<file path="src/rtl/gspc_pkg.sv">
// shared types, codes and constants of the gauge stepper position controller
package gspc_pkg;

    // command codes carried in the input tuser
    typedef enum logic [1:0] {
        CMD_TICK    = 2'd0,
        CMD_SET_POS = 2'd1,
        CMD_STOP    = 2'd2,
        CMD_HOME    = 2'd3
    } cmd_t;

    // configuration register indexes
    typedef enum logic [1:0] {
        REG_MIN_VALUE  = 2'd0,
        REG_MAX_VALUE  = 2'd1,
        REG_FULL_STEPS = 2'd2,
        REG_STEP_DELAY = 2'd3
    } reg_idx_t;

    localparam int CFG_ADDR_BITS  = 2;
    localparam int CMD_BITS       = 2;
    localparam int COIL_BITS      = 4;
    localparam int MIN_VALUE_RST  = 0;
    localparam int MAX_VALUE_RST  = 100;
    localparam int FULL_STEPS_RST = 600;
    localparam int STEP_DELAY_RST = 1;

    // controller states
    typedef enum logic [3:0] {
        ST_IDLE,
        ST_REL,
        ST_MAP_MUL,
        ST_MAP_START,
        ST_MAP_DIV,
        ST_RB_MUL,
        ST_RB_START,
        ST_RB_DIV,
        ST_FIN
    } state_t;

    // controller to datapath commands
    typedef struct packed {
        logic accept;
        logic rel_load;
        logic map_mul;
        logic map_start;
        logic map_wb;
        logic rb_mul;
        logic rb_start;
        logic out_load;
    } ctrl_cmd_t;

    // datapath to controller status
    typedef struct packed {
        logic map_req;
        logic div_busy;
        logic out_free;
    } ctrl_stat_t;

    // full-step coil pattern, bits a1,a2,b1,b2 from bit 3 down
    function automatic logic [3:0] phase_coils(input logic [1:0] idx);
        logic [3:0] pat;
        case (idx)
            2'd0:    pat = 4'b1010;
            2'd1:    pat = 4'b0110;
            2'd2:    pat = 4'b0101;
            default: pat = 4'b1001;
        endcase
        return pat;
    endfunction

endpackage

</file>
<file path="src/rtl/gspc_div.sv">
// iterative restoring divider, one quotient bit per cycle
module gspc_div #(
    parameter int DW = 33,
    parameter int VW = 16
) (
    input  logic          aclk,
    input  logic          aresetn,
    input  logic          start,
    input  logic [DW-1:0] dividend,
    input  logic [VW-1:0] divisor,
    output logic          busy,
    output logic [DW-1:0] quotient
);

    localparam int CNT_W = $clog2(DW + 1);

    logic             busy_reg;
    logic [CNT_W-1:0] cnt_reg;
    logic [DW-1:0]    quo_reg;
    logic [VW-1:0]    rem_reg;
    logic [VW-1:0]    dvs_reg;
    logic [VW:0]      rem_sh;
    logic [VW:0]      rem_sub;

    // shift in the next dividend bit and try the subtract
    always_comb begin
        rem_sh  = {rem_reg, quo_reg[DW-1]};
        rem_sub = rem_sh - {1'b0, dvs_reg};
    end

    // control
    always_ff @(posedge aclk) begin
        if (!aresetn) begin
            busy_reg <= 1'b0;
            cnt_reg  <= '0;
        end else if (start) begin
            busy_reg <= 1'b1;
            cnt_reg  <= CNT_W'(DW);
        end else if (busy_reg) begin
            cnt_reg <= cnt_reg - 1'b1;
            if (cnt_reg == CNT_W'(1)) begin
                busy_reg <= 1'b0;
            end
        end
    end

    // remainder and quotient
    always_ff @(posedge aclk) begin
        if (start) begin
            quo_reg <= dividend;
            rem_reg <= '0;
            dvs_reg <= divisor;
        end else if (busy_reg) begin
            if (!rem_sub[VW]) begin
                rem_reg <= rem_sub[VW-1:0];
                quo_reg <= {quo_reg[DW-2:0], 1'b1};
            end else begin
                rem_reg <= rem_sh[VW-1:0];
                quo_reg <= {quo_reg[DW-2:0], 1'b0};
            end
        end
    end

    assign busy     = busy_reg;
    assign quotient = quo_reg;

endmodule

</file>
<file path="src/rtl/gspc_datapath.sv">
// datapath: config registers, needle state, multiplier, divider, output register
module gspc_datapath #(
    parameter int SB = 16,
    parameter int VB = 16
) (
    input  logic                              aclk,
    input  logic                              aresetn,
    input  logic                              cfg_we,
    input  logic [gspc_pkg::CFG_ADDR_BITS-1:0] cfg_addr,
    input  logic [((SB > VB) ? SB : VB)-1:0]  cfg_wdata,
    input  logic [gspc_pkg::CMD_BITS-1:0]     in_cmd,
    input  logic signed [VB-1:0]              in_value,
    input  gspc_pkg::ctrl_cmd_t               cmd,
    output gspc_pkg::ctrl_stat_t              stat,
    input  logic                              out_ready,
    output logic                              out_valid,
    output logic [gspc_pkg::COIL_BITS-1:0]    out_coils,
    output logic [SB-1:0]                     out_step,
    output logic signed [VB-1:0]              out_position,
    output logic                              out_homed,
    output logic                              out_moving,
    output logic                              out_ignored
);

    localparam int DW  = SB + VB + 1;
    localparam int DVW = (SB > VB) ? SB : VB;
    localparam int PW  = SB + VB;

    // configuration
    logic signed [VB-1:0] min_reg;
    logic signed [VB-1:0] max_reg;
    logic [SB-1:0]        fs_reg;
    logic [SB-1:0]        sd_reg;

    // needle state
    logic [SB-1:0]                  cur_reg;
    logic [SB-1:0]                  tgt_reg;
    logic                           homed_reg;
    logic [SB-1:0]                  delay_reg;
    logic [gspc_pkg::COIL_BITS-1:0] coil_reg;
    logic                           ign_reg;

    // working registers
    logic signed [VB-1:0] value_reg;
    logic [VB-1:0]        rel_reg;
    logic [PW-1:0]        prod_reg;

    // output register
    logic                           ovalid_reg;
    logic [gspc_pkg::COIL_BITS-1:0] ocoils_reg;
    logic [SB-1:0]                  ostep_reg;
    logic signed [VB-1:0]           opos_reg;
    logic                           ohomed_reg;
    logic                           omoving_reg;
    logic                           oign_reg;

    logic signed [VB:0]   range_s;
    logic                 range_pos;
    logic [VB-1:0]        range_u;
    logic [VB-1:0]        rel_c;
    logic [SB:0]          cur_inc;
    logic [SB-1:0]        cur_dec;
    logic                 div_start;
    logic [DW-1:0]        div_dividend;
    logic [DVW-1:0]       div_divisor;
    logic                 div_busy;
    logic [DW-1:0]        div_quo;
    logic signed [VB-1:0] pos_c;
    logic [SB-1:0]        tgt_map;
    gspc_pkg::cmd_t       in_cmd_e;

    assign in_cmd_e = gspc_pkg::cmd_t'(in_cmd);

    // user range and clamped offset of the requested value
    always_comb begin
        range_s   = (VB + 1)'(max_reg) - (VB + 1)'(min_reg);
        range_pos = !range_s[VB] && (range_s != '0);
        range_u   = range_s[VB-1:0];
        if (value_reg < min_reg) begin
            rel_c = '0;
        end else if (value_reg > max_reg) begin
            rel_c = range_u;
        end else begin
            rel_c = VB'(value_reg - min_reg);
        end
    end

    assign cur_inc = (SB + 1)'(cur_reg) + 1'b1;
    assign cur_dec = cur_reg - SB'(1);

    // divider operands: rounded map to steps, or rounded readback to user units
    always_comb begin
        div_start = cmd.map_start || cmd.rb_start;
        if (cmd.map_start) begin
            div_dividend = DW'(prod_reg) + DW'(range_u >> 1);
            div_divisor  = DVW'(range_u);
        end else begin
            div_dividend = DW'(prod_reg) + DW'(fs_reg >> 1);
            div_divisor  = DVW'(fs_reg);
        end
    end

    gspc_div #(
        .DW(DW),
        .VW(DVW)
    ) u_div (
        .aclk     (aclk),
        .aresetn  (aresetn),
        .start    (div_start),
        .dividend (div_dividend),
        .divisor  (div_divisor),
        .busy     (div_busy),
        .quotient (div_quo)
    );

    // quotient post-processing
    always_comb begin
        if (div_quo > DW'(fs_reg)) begin
            tgt_map = fs_reg;
        end else begin
            tgt_map = div_quo[SB-1:0];
        end
        if (!range_pos) begin
            pos_c = min_reg;
        end else if (div_quo > DW'(range_u)) begin
            pos_c = max_reg;
        end else begin
            pos_c = min_reg + $signed(div_quo[VB-1:0]);
        end
    end

    // configuration writes
    always_ff @(posedge aclk) begin
        if (!aresetn) begin
            min_reg <= VB'(gspc_pkg::MIN_VALUE_RST);
            max_reg <= VB'(gspc_pkg::MAX_VALUE_RST);
            fs_reg  <= SB'(gspc_pkg::FULL_STEPS_RST);
            sd_reg  <= SB'(gspc_pkg::STEP_DELAY_RST);
        end else if (cfg_we) begin
            unique case (gspc_pkg::reg_idx_t'(cfg_addr))
                gspc_pkg::REG_MIN_VALUE:  min_reg <= cfg_wdata[VB-1:0];
                gspc_pkg::REG_MAX_VALUE:  max_reg <= cfg_wdata[VB-1:0];
                gspc_pkg::REG_FULL_STEPS: begin
                    if (cfg_wdata[SB-1:0] != '0) begin
                        fs_reg <= cfg_wdata[SB-1:0];
                    end
                end
                gspc_pkg::REG_STEP_DELAY: begin
                    if (cfg_wdata[SB-1:0] == '0) begin
                        sd_reg <= SB'(1);
                    end else begin
                        sd_reg <= cfg_wdata[SB-1:0];
                    end
                end
                default: ;
            endcase
        end
    end

    // needle state: command at the accepted beat, map result on write-back
    always_ff @(posedge aclk) begin
        if (!aresetn) begin
            cur_reg   <= '0;
            tgt_reg   <= '0;
            homed_reg <= 1'b0;
            delay_reg <= '0;
            coil_reg  <= '0;
            ign_reg   <= 1'b0;
        end else if (cmd.accept) begin
            ign_reg <= (in_cmd_e == gspc_pkg::CMD_SET_POS) && !homed_reg;
            case (in_cmd_e)
                gspc_pkg::CMD_TICK: begin
                    if (tgt_reg == cur_reg) begin
                        delay_reg <= '0;
                        if (!homed_reg) begin
                            homed_reg <= 1'b1;
                            tgt_reg   <= '0;
                            cur_reg   <= '0;
                        end
                    end else if (delay_reg != '0) begin
                        delay_reg <= delay_reg - 1'b1;
                    end else begin
                        delay_reg <= sd_reg - 1'b1;
                        if (tgt_reg > cur_reg) begin
                            coil_reg <= gspc_pkg::phase_coils(cur_inc[1:0]);
                            if (cur_inc > (SB + 1)'(fs_reg)) begin
                                cur_reg <= fs_reg;
                            end else begin
                                cur_reg <= cur_inc[SB-1:0];
                            end
                        end else begin
                            coil_reg <= gspc_pkg::phase_coils(cur_dec[1:0]);
                            cur_reg  <= cur_dec;
                        end
                    end
                end
                gspc_pkg::CMD_STOP: begin
                    tgt_reg <= cur_reg;
                end
                gspc_pkg::CMD_HOME: begin
                    coil_reg <= gspc_pkg::phase_coils(2'd0);
                    cur_reg  <= fs_reg;
                    // min_value always maps to step zero
                    if (range_pos) begin
                        tgt_reg <= '0;
                    end
                end
                default: ;
            endcase
        end else if (cmd.map_wb) begin
            tgt_reg <= tgt_map;
        end
    end

    // working registers: latched value, clamped offset, product
    always_ff @(posedge aclk) begin
        if (cmd.accept) begin
            value_reg <= in_value;
        end
        if (cmd.rel_load) begin
            rel_reg <= rel_c;
        end
        if (cmd.map_mul) begin
            prod_reg <= PW'(rel_reg) * PW'(fs_reg);
        end else if (cmd.rb_mul) begin
            prod_reg <= PW'(cur_reg) * PW'(range_u);
        end
    end

    // output register
    always_ff @(posedge aclk) begin
        if (!aresetn) begin
            ovalid_reg <= 1'b0;
        end else if (cmd.out_load) begin
            ovalid_reg <= 1'b1;
        end else if (out_ready) begin
            ovalid_reg <= 1'b0;
        end
    end

    always_ff @(posedge aclk) begin
        if (cmd.out_load) begin
            ocoils_reg  <= coil_reg;
            ostep_reg   <= cur_reg;
            opos_reg    <= pos_c;
            ohomed_reg  <= homed_reg;
            omoving_reg <= tgt_reg != cur_reg;
            oign_reg    <= ign_reg;
        end
    end

    // status toward the controller
    always_comb begin
        stat.map_req  = (in_cmd_e == gspc_pkg::CMD_SET_POS) && homed_reg && range_pos;
        stat.div_busy = div_busy;
        stat.out_free = !ovalid_reg || out_ready;
    end

    assign out_valid    = ovalid_reg;
    assign out_coils    = ocoils_reg;
    assign out_step     = ostep_reg;
    assign out_position = opos_reg;
    assign out_homed    = ohomed_reg;
    assign out_moving   = omoving_reg;
    assign out_ignored  = oign_reg;

endmodule

</file>
<file path="src/rtl/gspc_ctrl.sv">
// controller state machine sequencing map and readback through the shared divider
module gspc_ctrl (
    input  logic                 aclk,
    input  logic                 aresetn,
    input  logic                 s_tvalid,
    output logic                 s_tready,
    input  gspc_pkg::ctrl_stat_t stat,
    output gspc_pkg::ctrl_cmd_t  cmd
);

    gspc_pkg::state_t state_reg;
    gspc_pkg::state_t state_next;

    // state register
    always_ff @(posedge aclk) begin
        if (!aresetn) begin
            state_reg <= gspc_pkg::ST_IDLE;
        end else begin
            state_reg <= state_next;
        end
    end

    // next state and commands
    always_comb begin
        state_next = state_reg;
        cmd        = '0;
        s_tready   = 1'b0;
        unique case (state_reg)
            gspc_pkg::ST_IDLE: begin
                s_tready   = 1'b1;
                cmd.accept = s_tvalid;
                if (s_tvalid) begin
                    state_next = stat.map_req ? gspc_pkg::ST_REL : gspc_pkg::ST_RB_MUL;
                end
            end
            gspc_pkg::ST_REL: begin
                cmd.rel_load = 1'b1;
                state_next   = gspc_pkg::ST_MAP_MUL;
            end
            gspc_pkg::ST_MAP_MUL: begin
                cmd.map_mul = 1'b1;
                state_next  = gspc_pkg::ST_MAP_START;
            end
            gspc_pkg::ST_MAP_START: begin
                cmd.map_start = 1'b1;
                state_next    = gspc_pkg::ST_MAP_DIV;
            end
            gspc_pkg::ST_MAP_DIV: begin
                if (!stat.div_busy) begin
                    cmd.map_wb = 1'b1;
                    state_next = gspc_pkg::ST_RB_MUL;
                end
            end
            gspc_pkg::ST_RB_MUL: begin
                cmd.rb_mul = 1'b1;
                state_next = gspc_pkg::ST_RB_START;
            end
            gspc_pkg::ST_RB_START: begin
                cmd.rb_start = 1'b1;
                state_next   = gspc_pkg::ST_RB_DIV;
            end
            gspc_pkg::ST_RB_DIV: begin
                if (!stat.div_busy) begin
                    state_next = gspc_pkg::ST_FIN;
                end
            end
            gspc_pkg::ST_FIN: begin
                if (stat.out_free) begin
                    cmd.out_load = 1'b1;
                    state_next   = gspc_pkg::ST_IDLE;
                end
            end
            default: state_next = gspc_pkg::ST_IDLE;
        endcase
    end

endmodule

</file>
<file path="src/rtl/gauge_stepper_position_controller_core.sv">
// top level of the gauge stepper position controller
//
//  channel  dir  handshake            payload
//  s_       in   s_tvalid/s_tready    s_tuser: cmd, s_tdata: value
//  m_       out  m_tvalid/m_tready    m_tdata: coils, step_now, position, homed, moving, ignored
//  cfg_     in   cfg_we               cfg_addr: register index, cfg_wdata: value
//
// a tick, stop or homing beat takes one pass of the bit-serial divider; a set on a homed gauge
// with a non-empty range takes two passes, a map pass and then a readback pass
// (one quotient bit per cycle over STEP_BITS+VALUE_BITS+1 bits).
// one beat is in flight at a time; the next is taken once the result sits in the output register.
// a stalled result holds the output register; a finished beat waits for it to drain.
// reset is synchronous and active low; config registers return to their defaults.
module gauge_stepper_position_controller_core #(
    parameter int STEP_BITS  = 16,
    parameter int VALUE_BITS = 16
) (
    input  logic                                  aclk,
    input  logic                                  aresetn,
    input  logic                                  cfg_we,
    input  logic [gspc_pkg::CFG_ADDR_BITS-1:0]    cfg_addr,
    input  logic [((STEP_BITS > VALUE_BITS) ? STEP_BITS : VALUE_BITS)-1:0] cfg_wdata,
    input  logic                                  s_tvalid,
    output logic                                  s_tready,
    // value
    input  logic [((VALUE_BITS + 7) / 8) * 8-1:0] s_tdata,
    // cmd
    input  logic [gspc_pkg::CMD_BITS-1:0]         s_tuser,
    output logic                                  m_tvalid,
    input  logic                                  m_tready,
    // coils, step_now, position, homed, moving, ignored
    output logic [((STEP_BITS + VALUE_BITS + 7 + 7) / 8) * 8-1:0] m_tdata
);

    localparam int OFW      = gspc_pkg::COIL_BITS + STEP_BITS + VALUE_BITS + 3;
    localparam int OTW      = ((STEP_BITS + VALUE_BITS + 7 + 7) / 8) * 8;
    localparam int HOMED_B  = gspc_pkg::COIL_BITS + STEP_BITS + VALUE_BITS;
    localparam int IGNORE_B = HOMED_B + 2;

    gspc_pkg::ctrl_cmd_t  cmd;
    gspc_pkg::ctrl_stat_t stat;

    logic [gspc_pkg::COIL_BITS-1:0] coils;
    logic [STEP_BITS-1:0]           step_now;
    logic signed [VALUE_BITS-1:0]   position;
    logic                           homed;
    logic                           moving;
    logic                           ignored;

    gspc_ctrl u_ctrl (
        .aclk     (aclk),
        .aresetn  (aresetn),
        .s_tvalid (s_tvalid),
        .s_tready (s_tready),
        .stat     (stat),
        .cmd      (cmd)
    );

    gspc_datapath #(
        .SB(STEP_BITS),
        .VB(VALUE_BITS)
    ) u_dp (
        .aclk         (aclk),
        .aresetn      (aresetn),
        .cfg_we       (cfg_we),
        .cfg_addr     (cfg_addr),
        .cfg_wdata    (cfg_wdata),
        .in_cmd       (s_tuser),
        .in_value     (s_tdata[VALUE_BITS-1:0]),
        .cmd          (cmd),
        .stat         (stat),
        .out_ready    (m_tready),
        .out_valid    (m_tvalid),
        .out_coils    (coils),
        .out_step     (step_now),
        .out_position (position),
        .out_homed    (homed),
        .out_moving   (moving),
        .out_ignored  (ignored)
    );

    // result beat packing, coils in the lowest bits
    assign m_tdata = OTW'({ignored, moving, homed, position, step_now, coils});

    // one beat at a time: no second accept right after an accept
    a_single_beat: assert property (@(posedge aclk) disable iff (!aresetn)
        (s_tvalid && s_tready) |=> !s_tready)
        else $error("input accepted while a beat is in flight");

    // a new result is only loaded while the input side is closed
    a_load_when_busy: assert property (@(posedge aclk) disable iff (!aresetn)
        $rose(m_tvalid) |-> $past(!s_tready))
        else $error("result loaded while input side open");

    // a rejected set position only happens on an unhomed gauge
    a_ignored_unhomed: assert property (@(posedge aclk) disable iff (!aresetn)
        (m_tvalid && m_tdata[IGNORE_B]) |-> !m_tdata[HOMED_B])
        else $error("set position rejected on a homed gauge");

    // result packing covers all fields
    a_pack_width: assert property (@(posedge aclk) disable iff (!aresetn)
        m_tvalid |-> (OFW <= OTW))
        else $error("result fields exceed tdata width");

endmodule

</file>
<file path="config.mk">
export PLATFORM = sky130hd
export DESIGN_NAME = gauge_stepper_position_controller_core
export DESIGN_NICKNAME = d
export VERILOG_FILES = /design/src/rtl/gspc_pkg.sv /design/src/rtl/gspc_div.sv /design/src/rtl/gspc_datapath.sv /design/src/rtl/gspc_ctrl.sv /design/src/rtl/gauge_stepper_position_controller_core.sv
export SDC_FILE = /design/constraint.sdc
export NUM_CORES = 2
export LEC_CHECK = 0
export CAP_MARGIN = 20
export CORE_MARGIN = 5
export CORE_UTILIZATION = 63
export DETAILED_ROUTE_END_ITERATION = 12
export DONT_BUFFER_PORTS = 1
export GPL_ROUTABILITY_DRIVEN = 1
export PLACE_DENSITY = 0.79
export SETUP_SLACK_MARGIN = 0.2
export SLEW_MARGIN = 30
export SYNTH_ARGS = -nofsm -noshare
export SYNTH_HDL_FRONTEND = slang
export SYNTH_SLANG_ARGS = --single-unit
</file>
<file path="constraint.sdc">
create_clock -name aclk -period 17.3 [get_ports aclk]
set_clock_uncertainty 0.15 [all_clocks]
set_input_delay 0.865 -clock aclk [delete_from_list [all_inputs] [get_ports aclk]]
set_output_delay 0.865 -clock aclk [all_outputs]
set_load 0.02 [all_outputs]
</file>
Word level (Yosys, flattened, before mapping):

Index checks and enable logic that the tools add are counted.

* register bits after elaboration: 298
* latch bits: 0
* memory bits (writable): 0
* bits in read-only memories: 0
* bits of input ports: 41
* output and inout bits: 42
* word-level logic and storage cells: 170
* memories: 0

* add/sub/neg operators: 11
* $mul: 2
* div/mod/pow operators: 0
* $lt $le $gt $ge: 6
* equal/unequal tests: 33
* shift operators: 0
* muxes and demuxes: 56
* bitwise gates (word level): 1
* reduce and logical (&&, ||, !) cells: 34

Operators by type and width (number)
* $mux 16: 18
* $mux 33: 3
* $add 32x15->33: 2
* $gt 33x16->1: 2
* $mul 16x16->32: 2
* $mux 32: 2
* $pmux 16 s3: 1
* $sub 16x1->16 const B: 3
* $pmux 4 s9: 1
* $gt 16x16->1: 2
* $pmux 16 s2: 1
* $reduce_bool 16->1: 2
* $mux 4: 7
* $pmux 4 s3: 2
* $add 16x1->17 const B: 1
* $gt 17x16->1: 1
* $mux 1: 17
* $reduce_bool 17->1: 1
* $sub 16x16->17: 1
* $sub 17x16->17: 1
* $add 16x16->16: 1
* $eq 16x16->1: 1
* $eq 4x3->1 const B: 4
* $logic_not 16->1: 1
* other kinds (29): 66

Longest topological paths before layout:

* depth after elaboration: 7
* gate-level depth with buffers: 33
* mapped depth without buffers: 31

By module:

A second synthesis with hierarchy kept.

* cell total of the unflattened synthesis: 4153
* area, all modules: 36211.0 um2

Modules (own cells, without submodules)
* gspc_datapath: instances 1, cells an instance 3775, area an instance 32099.5 um2, sequential area each 5475.3 um2
* gspc_div: instances 1, cells an instance 329, area an instance 3737.3 um2, sequential area each 1931.9 um2
* gspc_ctrl: instances 1, cells an instance 44, area an instance 340.3 um2, sequential area each 80.1 um2
* gauge_stepper_position_controller_core: instances 1, cells an instance 5, area an instance 33.8 um2, sequential area each 0.0 um2

Worst setup path before layout:

No wires, ideal clock.

* path type: reg2reg
* start: register u_dp.min_reg[4]
* end: register u_dp.prod_reg[31], data pin
* library setup time: 0.269 ns
* arrival time: 7.703 ns
* setup slack: 9.178 ns
* stages on the path, launching flop included: 31
* clock period less this slack: 8.122 ns
* path through: dfxtp_1 -> inv_1 -> ha_1 -> buf_2 -> o211ai_1 -> a211oi_1 -> o2111ai_1 -> a21boi_1 -> mux2_1 -> or2_1 -> buf_2 -> inv_2 -> clkbuf_1 -> nor2_1 -> fa_1 -> fa_1 -> fa_1 -> fa_1 -> fa_1 -> inv_1 -> fa_1 -> inv_1 -> ha_1 -> and4_1 -> and4_1 -> nand4_1 -> a211o_1 -> a311oi_1 -> a41oi_1 -> xnor2_1 -> mux2i_1

* cells in the longest elaborated chain, start to end: 4

Ends and longest elaborated chain
* from (decl): RTL line gspc_datapath.sv:30 `logic signed [VB-1:0] min_reg;`
* from (signal assigned): RTL line gspc_datapath.sv:135 `min_reg <= VB'(gspc_pkg::MIN_VALUE_RST);`
* from (signal assigned): RTL line gspc_datapath.sv:141 `gspc_pkg::REG_MIN_VALUE: min_reg <= cfg_wdata[VB-1:0];`
* $sub 16x16->17: RTL line gspc_datapath.sv:76 `range_s = (VB + 1)'(max_reg) - (VB + 1)'(min_reg);`
* $mul 16x16->32: RTL line gspc_datapath.sv:226 `prod_reg <= PW'(cur_reg) * PW'(range_u);`
* $mux 32: RTL line gspc_datapath.sv:225 `end else if (cmd.rb_mul) begin`
* $mux 32: RTL line gspc_datapath.sv:223 `if (cmd.map_mul) begin`
* to (signal assigned): RTL line gspc_datapath.sv:224 `prod_reg <= PW'(rel_reg) * PW'(fs_reg);`
* to (signal assigned): RTL line gspc_datapath.sv:226
* to (decl): RTL line gspc_datapath.sv:46 `logic [PW-1:0] prod_reg;`

No other way between the ends. The select of a mux whose other input is x is not followed.
A chain may end at the register's enable or synchronous reset.

Final worst setup path:

* start: register u_dp.max_reg[0]
* end: register u_dp.prod_reg[31], data pin

* cells in the longest elaborated chain, start to end: 4

Ends and longest elaborated chain
* from (decl): RTL line gspc_datapath.sv:31 `logic signed [VB-1:0] max_reg;`
* from (signal assigned): RTL line gspc_datapath.sv:136 `max_reg <= VB'(gspc_pkg::MAX_VALUE_RST);`
* from (signal assigned): RTL line gspc_datapath.sv:142 `gspc_pkg::REG_MAX_VALUE: max_reg <= cfg_wdata[VB-1:0];`
* $sub 16x16->17: RTL line gspc_datapath.sv:76
* $mul 16x16->32: RTL line gspc_datapath.sv:226
* $mux 32: RTL line gspc_datapath.sv:225
* $mux 32: RTL line gspc_datapath.sv:223

No other way between the ends. The select of a mux whose other input is x is not followed.

==> summary.md <==
| Metric | Value |
|---|---|
| Compound-Gate Fraction of Synth Area | `13.4%` |
| Seq/Total Area, Yosys | `20.6%` |
| Mux contribution to synthesized area | `1.82%` |
| Fillers | `4769` |
| H-tree depth reported by CTS | `2` |
| Clock Pin Slew Worst Setup and Hold Paths | `60 ps` |
| Critical path type | `flip-flop to flip-flop` |
| CTS root buf | `clkbuf_16` |
| Slowest CP cell | `a2111oi_2` |
| Die Width | `250 µm` |
| Final setup violation count | `0` |
| Req. time, crit path | `17450 ps` |
| Starting Density | `63.2%` |
| Final Hold Viols | `0` |
| Post-Synth XOR/XNOR Area | `3.84%` |
| Max cap viols | `0` |
| Post-synth top area share | `21.7%` |
| Cell variety after synth | `82` |
| Crit path launch type | `flip-flop` |
| Gpl congestion | `1.02` |
| Synth Flop Type | `edfxtp_1` |
| Max reg flops | `33` |
| CP most frequent cell | `fa_1` |
| Global-route usage over all layers | `35.7%` |
| Drt drc | `0` |
| Slowest cell delay on critical path | `590 ps` |
| Post-synth EDFFs | `152` |
| Async set-reset flop share out of synthesis | `0%` |
| Fin Hold WS | `242 ps` |
| RSZ-0062 raised after global routing | `no` |
| Clk sinks | `298` |
| Num CTS Buffers | `36` |
| Clk_lat worst skew | `570 ps` |
| Final Max Tran Viols | `0` |
| Core area | `0.0574 mm²` |
| Area Overhead vs Synth | `5.40%` |
| Main combinational cell family by area after synthesis | `adder cells` |
| Vias | `30.9k` |
| Final non-filler cell area | `0.0382 mm²` |
| Minimum clock period | `9080 ps` |
| IO Pins | `83` |
| Synth Area in Simple Gates | `17.3%` |
| Adder-Cell Fraction of Synth Area | `34.7%` |
| Detailed-route wire length | `112000 µm` |
| Setup TNS Final | `0 ps` |
| Layout net count | `4940` |
| First-pass iteration count of the detailed router | `7` |
| Layout cells sized above 1 | `3.95%` |
| Most common cell in the netlist | `nand2_1` |
| Slew HR | `27.8%` |
| DRT antenna net count | `0` |
| TritonCTS clock tree | `done` |
| Clock Path Buffers | `3` |
| Setup Buffers After CTS | `0` |
| Initial antenna violation count | `1` |
| Post-Syn Instances | `4232` |
| Die area | `0.0625 mm²` |
| Final non-filler cell total | `4926` |
| Endpoint class of the critical path | `flip-flop` |
| Area contributors post-synth | `fa_1 22%, ha_1 13%, edfxtp_1 13%` |
| DRT iter0 DRCs | `3140` |
| # hold bufs at CTS | `0` |
| Row Count | `88` |
| Avg Inst Size Synth | `8.57 µm²` |
| Placement-stage cell area | `0.0370 mm²` |
| Data arrival, critical path | `9240 ps` |
| Least-Margin Pin Slew | `1070 ps` |
| Flops & latches, synth | `298` |
| Synth Net Count | `5043` |
| GR Overflow Total | `0` |
| Worst Path Max Fanout | `12` |
| Post-DR wirelength/cell | `22.7 µm` |
| HPWL after DPL | `83600 µm` |
| Vias in the first global route | `30.6k` |
| Share of the clock period used by the worst path | `52.5%` |
| Yosys top cell by area | `fa_1` |
| Port bufs | `0` |
| Min-delay worst type | `input pin to flip-flop` |
| Status | `completed` |
| Vias per cell | `6.27` |
| Cts repair resizes | `0` |
| Dpl cells | `4856` |
| Fmax achieved | `0.110 GHz` |
| Die H | `250 µm` |
| Most common library cells after synthesis | `684 x nand2_1, 581 x inv_1, 393 x fa_1, 377 x ha_1, 249 x nor2_1` |
| Largest net degree at the start of global routing | `146` |
| First-pass GRT wire length | `175000 µm` |
| Yosys warnings | `0` |
| Synth Cell Area | `0.0363 mm²` |
final timing paths:
path	from	to	slack, ps	cells after the start
min reg2reg	u_dp.coil_reg[0]$_SDFFE_PN0P_	u_dp.out_coils[0]$_DFFE_PP_	280	0
max	u_dp.max_reg[0]$_SDFFE_PN0P_	u_dp.prod_reg[31]$_DFFE_PP_	8220	28
min	s_tdata[3]	u_dp.value_reg[3]$_DFFE_PP_	240	0
max reg2reg	u_dp.max_reg[0]$_SDFFE_PN0P_	u_dp.prod_reg[31]$_DFFE_PP_	8220	28
final cells by class:
cell class / count / area [µm²] / area share [%]
clock inverter: 16 / 193 / 0.504
inverter: 595 / 2230 / 5.84
clock buffer: 50 / 1040 / 2.73
sequential: 298 / 7490 / 19.6
timing repair buffer: 61 / 458 / 1.20
multi-input combinational: 3137 / 25800 / 67.6
tap: 765 / 957 / 2.50
antenna: 4 / 10.0 / 0.0262
cell families (layout without fill, tap and decap cells):
group	Yosys count	after routing
flip-flops	298	298
multiplexers	66	66
other	1	5
AO/OA/AOI/OAI	751	751
XOR/XNOR	159	159
adder cells (fa/ha/maj)	770	770
AND/OR/NAND/NOR	1390	1390
buffers and inverters	797	722
stage by stage:
step	setup WS (ps)	util (%)
floorplan	9180	-
global placement	8520	64.4
detailed placement	8380	64.4
CTS	8360	66.6
global route	7750	66.6
finish	8220	66.6
layer usage:
metal	share of wire (%)	vias up	GRT usage, %
met1	37	14900	45.8
met5	0	-	0
met2	44	1738	55.6
met3	12	494	9.23
li1	-	13800	-
met4	7.3	0	19.7
worst max-delay path: cells and delay by family (launching register included):
family                   cells  cell delay [ps]
buffers and inverters        5              740
AO/OA/AOI/OAI                6             2110
adder cells (fa/ha/maj)      9             3840
AND/OR/NAND/NOR              6             1330
flip-flops                   1              350
multiplexers                 1               90
XOR/XNOR                     1              200
placed cells by master, fill, tap and decap left out, drive strengths merged, types with 55 or more instances in the layout:
cell	count
a21oi	173
ha	377
fa	393
o21ai	191
nor2b	58
nor3	58
nor2	249
xor2	55
dfxtp	146
nand3	83
nand2	684
buf	61
inv	588
edfxtp	152
and2	101
xnor2	104
mux2i	65
Power is not shown: default switching activity piles up to over one toggle a cycle in this logic, so the estimate is an artifact.
